--- config.mk ---
export PLATFORM = sky130hd
export DESIGN_NAME = substring_search_engine
export DESIGN_NICKNAME = d
export VERILOG_FILES = /design/src/hdl/sse_pkg.sv /design/src/hdl/sse_cell.sv /design/src/hdl/sse_chain.sv /design/src/hdl/substring_search_engine.sv
export SDC_FILE = /design/constraint.sdc
export NUM_CORES = 2
export LEC_CHECK = 0
export BUFFER_PORTS_ARGS = -buffer_cell sky130_fd_sc_hd__buf_2
export CORE_MARGIN = 1
export CORE_UTILIZATION = 58
export DETAILED_ROUTE_END_ITERATION = 6
export GPL_TIMING_DRIVEN = 0
export HOLD_SLACK_MARGIN = 0.05
export PLACE_DENSITY = 0.78
export SYNTH_ARGS = -nofsm -noshare
export SYNTH_HDL_FRONTEND = slang
export SYNTH_SLANG_ARGS = --single-unit
--- constraint.sdc ---
create_clock -name clk -period 49.9 [get_ports clk]
set_input_delay 4.99 -clock clk [delete_from_list [all_inputs] [get_ports clk]]
set_output_delay 4.99 -clock clk [all_outputs]
set_load 0.1 [all_outputs]
--- src/hdl/sse_pkg.sv ---
// ----------------------------------------------------------------------------
// sse_pkg
// Constants, codes and shared types of the substring search engine.
// ----------------------------------------------------------------------------
package sse_pkg;

  localparam int PATTERN_MAX = 64;
  localparam int OFFSET_BITS = 16;

  localparam int PC_W  = $clog2(PATTERN_MAX + 1);   // pattern count / length
  localparam int TC_W  = OFFSET_BITS + 1;           // text count, holds limit
  localparam int CFG_IDX_W = 2;

  localparam logic [TC_W-1:0] POS_LIMIT = {1'b1, {OFFSET_BITS{1'b0}}};

  typedef enum logic [1:0] {
    MODE_PATTERN = 2'd0,
    MODE_TEXT    = 2'd1,
    MODE_FINISH  = 2'd2
  } mode_t;

  typedef enum logic [1:0] {
    STAT_FOUND       = 2'd0,
    STAT_NOT_FOUND   = 2'd1,
    STAT_PAT_LONG    = 2'd2,
    STAT_REGION_LONG = 2'd3
  } status_t;

  localparam logic [CFG_IDX_W-1:0] CFG_SEARCH_BACKWARD = 2'd0;
  localparam logic [CFG_IDX_W-1:0] CFG_IGNORE_CASE     = 2'd1;

  // Per-beat control broadcast along the cell row
  typedef struct packed {
    logic shift_pat;
    logic shift_text;
    logic clear;
    logic fold;
  } cell_ctl_t;

  // ASCII a..z onto A..Z when folding is on
  function automatic logic [7:0] fold_byte(input logic [7:0] c, input logic en);
    logic [7:0] r;
    r = c;
    if (en && (c >= 8'h61) && (c <= 8'h7A)) begin
      r = c - 8'h20;
    end
    return r;
  endfunction

endpackage

--- src/hdl/sse_cell.sv ---
// ----------------------------------------------------------------------------
// sse_cell
// One window cell: a pattern byte, its valid bit and a text byte, compared.
// ----------------------------------------------------------------------------
module sse_cell (
  input  logic                clk,
  input  logic                rst_n,
  input  sse_pkg::cell_ctl_t  ctl,
  input  logic [7:0]          pat_in,
  input  logic                pv_in,
  input  logic [7:0]          text_in,
  output logic [7:0]          pat_out,
  output logic                pv_out,
  output logic [7:0]          text_out,
  output logic                hit
);
  import sse_pkg::*;

  logic [7:0] pat_r;
  logic [7:0] text_r;
  logic       pv_r;
  logic       pv_nxt;

  always_comb begin
    pv_nxt = pv_r;
    if (ctl.clear) begin
      pv_nxt = 1'b0;
    end else if (ctl.shift_pat) begin
      pv_nxt = pv_in;
    end
  end

  always_ff @(posedge clk) begin
    if (!rst_n) begin
      pv_r <= 1'b0;
    end else begin
      pv_r <= pv_nxt;
    end
  end

  always_ff @(posedge clk) begin
    if (ctl.shift_pat) begin
      pat_r <= pat_in;
    end
    if (ctl.shift_text) begin
      text_r <= text_in;
    end
  end

  // compare against the byte this cell is about to take
  assign hit      = !pv_r || (fold_byte(pat_r, ctl.fold) == fold_byte(text_in, ctl.fold));
  assign pat_out  = pat_r;
  assign pv_out   = pv_r;
  assign text_out = text_r;

endmodule

--- src/hdl/sse_chain.sv ---
// ----------------------------------------------------------------------------
// sse_chain
// Row of window cells; reports whether every loaded pattern byte matches.
// ----------------------------------------------------------------------------
module sse_chain (
  input  logic                clk,
  input  logic                rst_n,
  input  sse_pkg::cell_ctl_t  ctl,
  input  logic [7:0]          byte_in,
  output logic                all_hit,
  output logic                full
);
  import sse_pkg::*;

  logic [7:0]       pat_c  [PATTERN_MAX+1];
  logic [7:0]       text_c [PATTERN_MAX+1];
  logic             pv_c   [PATTERN_MAX+1];
  logic [PATTERN_MAX-1:0] hits;

  assign pat_c[0]  = byte_in;
  assign text_c[0] = byte_in;
  assign pv_c[0]   = 1'b1;

  for (genvar g = 0; g < PATTERN_MAX; g++) begin : g_cell
    sse_cell u_cell (
      .clk      (clk),
      .rst_n    (rst_n),
      .ctl      (ctl),
      .pat_in   (pat_c[g]),
      .pv_in    (pv_c[g]),
      .text_in  (text_c[g]),
      .pat_out  (pat_c[g+1]),
      .pv_out   (pv_c[g+1]),
      .text_out (text_c[g+1]),
      .hit      (hits[g])
    );
  end

  assign all_hit = &hits;
  assign full    = pv_c[PATTERN_MAX];  // last cell loaded: store is full

endmodule

--- src/hdl/substring_search_engine.sv ---
// ----------------------------------------------------------------------------
// substring_search_engine
// Streamed substring search with optional ASCII case folding.
// ----------------------------------------------------------------------------
//  channel | direction | handshake          | payload
//  in_     | in        | in_valid/in_stall  | in_mode, in_data_byte
//  out_    | out       | out_valid/out_stall| out_status, out_match_offset,
//          |           |                    | out_match_length
//  cfg_    | in        | cfg_valid/cfg_ready| cfg_index, cfg_wdata
//
// One beat per cycle while in_stall is low: the window compare across the cell
// row completes in the same cycle that the text byte lands.
// A finish beat loads the result register; the result appears the next cycle.
// in_stall rises only while a result is held and out_stall is high.
// Reset (rst_n low, synchronous) clears counts, flags and cell valid bits;
// the pattern and text bytes in the cells are not reset.
// ----------------------------------------------------------------------------
module substring_search_engine (
  input  logic                              clk,
  input  logic                              rst_n,
  // item input
  input  logic                              in_valid,
  output logic                              in_stall,
  input  logic [1:0]                        in_mode,
  input  logic [7:0]                        in_data_byte,
  // result output
  output logic                              out_valid,
  input  logic                              out_stall,
  output logic [1:0]                        out_status,
  output logic [sse_pkg::OFFSET_BITS-1:0]   out_match_offset,
  output logic [sse_pkg::PC_W-1:0]          out_match_length,
  // register writes
  input  logic                              cfg_valid,
  output logic                              cfg_ready,
  input  logic [sse_pkg::CFG_IDX_W-1:0]     cfg_index,
  input  logic                              cfg_wdata
);
  import sse_pkg::*;

  // config registers
  logic backward_r, backward_nxt;
  logic fold_r,     fold_nxt;

  // search state
  logic [PC_W-1:0]        pc_r,    pc_nxt;
  logic                   pov_r,   pov_nxt;
  logic [TC_W-1:0]        tc_r,    tc_nxt;
  logic                   found_r, found_nxt;
  logic [OFFSET_BITS-1:0] pos_r,   pos_nxt;

  // result register
  logic                   ovalid_r,  ovalid_nxt;
  logic [1:0]             ostat_r,   ostat_nxt;
  logic [OFFSET_BITS-1:0] ooff_r,    ooff_nxt;
  logic [PC_W-1:0]        olen_r,    olen_nxt;

  logic       acc, is_pat, is_text, is_fin;
  logic       text_ok;
  logic       chain_hit, chain_full, match_hit;
  logic [TC_W-1:0] tc_inc, pc_ext;
  cell_ctl_t  ctl;

  // input is held off only when a finished result cannot leave
  assign in_stall  = ovalid_r && out_stall;
  assign cfg_ready = 1'b1;

  assign acc     = in_valid && !in_stall;
  assign is_pat  = acc && (in_mode == MODE_PATTERN);
  assign is_text = acc && (in_mode == MODE_TEXT);
  assign is_fin  = acc && (in_mode == MODE_FINISH);

  // region counter saturates at the limit; further text is dropped
  assign text_ok = (tc_r < POS_LIMIT);
  assign tc_inc  = tc_r + TC_W'(1);
  assign pc_ext  = TC_W'(pc_r);

  always_comb begin
    ctl.shift_pat  = is_pat && (tc_r == '0) && !chain_full;
    ctl.shift_text = is_text && text_ok;
    ctl.clear      = is_fin;
    ctl.fold       = fold_r;
  end

  sse_chain u_chain (
    .clk     (clk),
    .rst_n   (rst_n),
    .ctl     (ctl),
    .byte_in (in_data_byte),
    .all_hit (chain_hit),
    .full    (chain_full)
  );

  // window end reached the pattern length and all loaded cells agree
  assign match_hit = ctl.shift_text && (pc_r != '0) && (tc_inc >= pc_ext) &&
                     (backward_r || !found_r) && chain_hit;

  // config writes
  always_comb begin
    backward_nxt = backward_r;
    fold_nxt     = fold_r;
    if (cfg_valid && cfg_ready) begin
      case (cfg_index)
        CFG_SEARCH_BACKWARD: backward_nxt = cfg_wdata;
        CFG_IGNORE_CASE:     fold_nxt     = cfg_wdata;
        default:             ;
      endcase
    end
  end

  // search state update
  always_comb begin
    pc_nxt    = pc_r;
    pov_nxt   = pov_r;
    tc_nxt    = tc_r;
    found_nxt = found_r;
    pos_nxt   = pos_r;
    if (is_fin) begin
      pc_nxt    = '0;
      pov_nxt   = 1'b0;
      tc_nxt    = '0;
      found_nxt = 1'b0;
      pos_nxt   = '0;
    end else begin
      if (ctl.shift_pat) begin
        pc_nxt = pc_r + PC_W'(1);
      end else if (is_pat && (tc_r == '0)) begin
        pov_nxt = 1'b1;              // store already full
      end
      if (ctl.shift_text) begin
        tc_nxt = tc_inc;
      end
      if (match_hit) begin
        found_nxt = 1'b1;
        pos_nxt   = OFFSET_BITS'(tc_inc - pc_ext);
      end
    end
  end

  // result register: loads on finish, drains when taken
  always_comb begin
    ovalid_nxt = ovalid_r;
    ostat_nxt  = ostat_r;
    ooff_nxt   = ooff_r;
    olen_nxt   = olen_r;
    if (ovalid_r && !out_stall) begin
      ovalid_nxt = 1'b0;
    end
    if (is_fin) begin
      ovalid_nxt = 1'b1;
      ooff_nxt   = '0;
      olen_nxt   = '0;
      if (pov_r) begin
        ostat_nxt = STAT_PAT_LONG;
      end else if (!text_ok) begin
        ostat_nxt = STAT_REGION_LONG;
      end else if (pc_r == '0) begin
        // empty pattern: region start forward, region end backward
        ostat_nxt = STAT_FOUND;
        ooff_nxt  = backward_r ? tc_r[OFFSET_BITS-1:0] : '0;
      end else if (found_r) begin
        ostat_nxt = STAT_FOUND;
        ooff_nxt  = pos_r;
        olen_nxt  = pc_r;
      end else begin
        ostat_nxt = STAT_NOT_FOUND;
      end
    end
  end

  always_ff @(posedge clk) begin
    if (!rst_n) begin
      backward_r <= 1'b0;
      fold_r     <= 1'b0;
      pc_r       <= '0;
      pov_r      <= 1'b0;
      tc_r       <= '0;
      found_r    <= 1'b0;
      ovalid_r   <= 1'b0;
    end else begin
      backward_r <= backward_nxt;
      fold_r     <= fold_nxt;
      pc_r       <= pc_nxt;
      pov_r      <= pov_nxt;
      tc_r       <= tc_nxt;
      found_r    <= found_nxt;
      ovalid_r   <= ovalid_nxt;
    end
  end

  always_ff @(posedge clk) begin
    pos_r   <= pos_nxt;
    ostat_r <= ostat_nxt;
    ooff_r  <= ooff_nxt;
    olen_r  <= olen_nxt;
  end

  assign out_valid        = ovalid_r;
  assign out_status       = ostat_r;
  assign out_match_offset = ooff_r;
  assign out_match_length = olen_r;

endmodule

==> results.cfg <==
[die]
die_h_um = 311
num_rows = 113
die_area_mm2 = 0.0969
io_pins = 46
core_region_area_mm2 = 0.0949
die_w_um = 311
start_util_pct = 58.5

[cts]
cts_max_path_buffers = 3
cts_root_buf = clkbuf_16
clk_pin_slew_worst_paths_ns = 0.06
cts_buffers = 114
htree_levels = 3
cts_setup_buffers = 0
tritoncts = done
clk_latency_ns = 0.70
cts_resized = 0
hold_buffers = 0
clkSinkCount = 1150

[setup_path]
crit_end = in_stall
path_cells = buf_2, nand2_1, inv_1, buf_2
reg2reg_depth = 16
critPathTopFamily = buffers and inverters
crit_path_max_incr_delay_ns = 0.41
crit_slowest_cell = buf_2
worstPathMaxFanout = 4
reg2reg_slack_ns = 42.09
end_kind = output port
crit_path_start = out_stall
critPathArrivalTime_ns = 5.62
timing.rr.end = pos_r[14]$_SDFFE_PP0P_
startpoint_type = input port
crit_type = input port to output port
required_ns = 44.91
worst-path-buf-inv = 3
crit_top_cell = buf_2
rr_startpoint = fold_r$_SDFFE_PN0P_
critical_path_depth = 4

[timing]
rsz0062_at_grt = false
tns_ns = 0
setup_viol = 0
period_needed_ns = 10.61
worstMarginPinSlew_ns = 1.48
fmax_ghz = 0.0943
fin_crit_sh_pct = 21.3
finalMaxSlewViolations = 0
skew_ns = 0.0215
hold_violations = 0
slew_headroom_pct = 1.18

[global_routing]
use_met3_pct = 4.21
grt_max_degree = 44
overflow = 0
grt_pass1_vias = 35900
met2_usage_pct = 44.1
grt_pass1_wl_um = 196000
busiest_layer = met2
antenna_found_initial = 8
track_usage_pct = 25.7
met1_usage_pct = 32.1

[route]
routedWlPerCell_um = 20.9
vias = 36800
dr.pass1.iters = 7
remaining_drc_errors = 6
ant_nets = 0
initialDrtViolationCount = 3380
wl_um = 126000
vias_per_cell = 6.10

[finish]
fin_cells = 6037
syn2layout_area_growth_pct = 11.3
drive_above_1_share_pct = 6.64
nNetsFinal = 4831

[hold_path]
min_from = u_chain.g_cell[26].u_cell.pat_out[5]$_DFFE_PP_
hold_path.class = register to register
hold-path-cell-count = 0

[synthesis]
synth.avg_cell_area_um2 = 12.4
netlist_area_mm2 = 0.0555
yosysTopAreaCell = edfxtp_1
yosysWarningCount = 0
yosys.area.top_type_share_pct = 56.3
syn_inst = 4481
synthTopCellsByCount = edfxtp_1, xnor2_1, nand2_1
synth_top_flop_cell = edfxtp_1
ys_seq_area_share_pct = 60.3
synth-edff-count = 1041
async_reset_ff_share_pct = 0
syn_nets = 4639
synth-seq-cells = 1150
synth_area_leaders = edfxtp_1, xnor2_1, xor2_1
synth_most_common_cell = edfxtp_1
ys_types = 91

[power]
p_per_area_mw_per_mm2 = 33.2
p_leak_nw = 21.1
vdd_drop_max_mv = 0.0390

[placed_design]
gp_congestion = 0.888
dp_cells = 5821
portBuffers = 44
place_hpwl_um = 89900

[run_status]
violations = design-rule violations
status = complete, but fails checks

[job]
cap_viol_max_count = 0
## through the flow
stage                     total power, mW  util, %  hold slack (ns)  cell area [µm²]  setup slack, ns
after global placement               1.22     60.4            0.431            57300            12.31
after global routing                 2.10     65.1            0.453            61800            39.25
after detailed placement             1.20     61.1            0.434            58000            39.28
after CTS                            2.06     65.1            0.448            61800            39.28
final                                2.05     65.1            0.447            61800            39.29
after floorplan                      1.19        -            0.426            55500            21.81
## metal layers
metal  vias up  wire, µm
met5         -        11
met4         2      5200
met3       294      9180
met2      1320     62400
met1     18200     49500
li1      17100         -
## worst register-to-register path, cell delays in order (launching register included)
cell and delay, ns:
dfxtp_1 0.32, buf_6 0.23, clkbuf_1 1.07, clkbuf_1 1.02
clkbuf_1 1.13, and4b_1 0.41, nand2_1 0.06, o21ai_0 0.28
xnor2_1 0.17, nand4_1 0.22, o21ai_0 0.80, o2111ai_1 0.32
nor4_2 0.58, nand4_1 0.42, clkbuf_1 0.31, o21ai_0 0.24
a21oi_1 0.09
## placed cells by master (no fill, tap or decap), types with 28 or more instances in the layout
cell type  count
clkbuf_16    116
xnor2_1      394
nor4_1        50
buf_2         49
xor2_1       315
nand3_1      138
o41ai_1       39
or4_1         79
nand4_1       39
a311oi_1      34
a31oi_1       32
o2bb2ai_1     35
mux2i_1       46
o21ai_0       87
ha_1         139
edfxtp_1    1041
buf_12        28
nor2_1       194
or3_1         59
nor3_1       221
inv_1        330
nand2_1      356
dfxtp_1      109
a21oi_1      219
clkinv_2      28
o31ai_1       34
a21o_1        50
clkbuf_1      64
## report_power, final
group	internal, mW	total [mW]	switching [mW]	leakage (nW)
registers	1.07	1.09	0.0225	10.1
logic	0.0341	0.0913	0.0572	9.12
clock network	0.504	0.868	0.364	1.88
total	1.61	2.05	0.444	21.1
## flip-flops by register name (all words and copies together), names as in the netlist, 2 cells and up
signal / cells
u_chain.g_cell.u_cell.pat_out: 512
tc_r: 17
u_chain.g_cell.u_cell.text_out: 504
pos_r: 16
u_chain.g_cell.u_cell.pv_out: 64
pc_r: 7
out_status: 2
out_match_offset: 16
out_match_length: 7
## how the worst min path moves through the flow
stage	end	slack, ns
4_1_cts	u_chain.g_cell[37].u_cell.pat_out[6]$_DFFE_PP_	0.45
3_3_place_gp	u_chain.g_cell[1].u_cell.pat_out[6]$_DFFE_PP_	0.43
2_1_floorplan	u_chain.g_cell[14].u_cell.text_out[6]$_DFFE_PP_	0.43
3_5_place_dp	u_chain.g_cell[27].u_cell.pat_out[5]$_DFFE_PP_	0.43
5_1_grt	u_chain.g_cell[27].u_cell.pat_out[5]$_DFFE_PP_	0.45
6_report	u_chain.g_cell[27].u_cell.pat_out[5]$_DFFE_PP_	0.45
## cell type report
type / instances / area (µm²)
multi-input cells: 2937 / 20500
diodes: 1 / 2.50
inverters: 332 / 1250
fillers: 6717 / 33100
well taps: 1265 / 1580
plain buffers: 62 / 292
clock buffers: 149 / 3140
clock inverters: 65 / 658
repair buffers: 76 / 878
flip-flops and latches: 1150 / 33400
## kinds of logic after synthesis
logic type,share of synthesized area [%]
adders and majority gates,3.17
AOI/OAI and AO/OA,9.44
buffers and inverters,2.77
muxes,1.05
xor gates and xnor gates,11.8
other,0.00676
and+or+nand+nor,11.5
DFF,60.3
(Power assumes the default switching activity.)
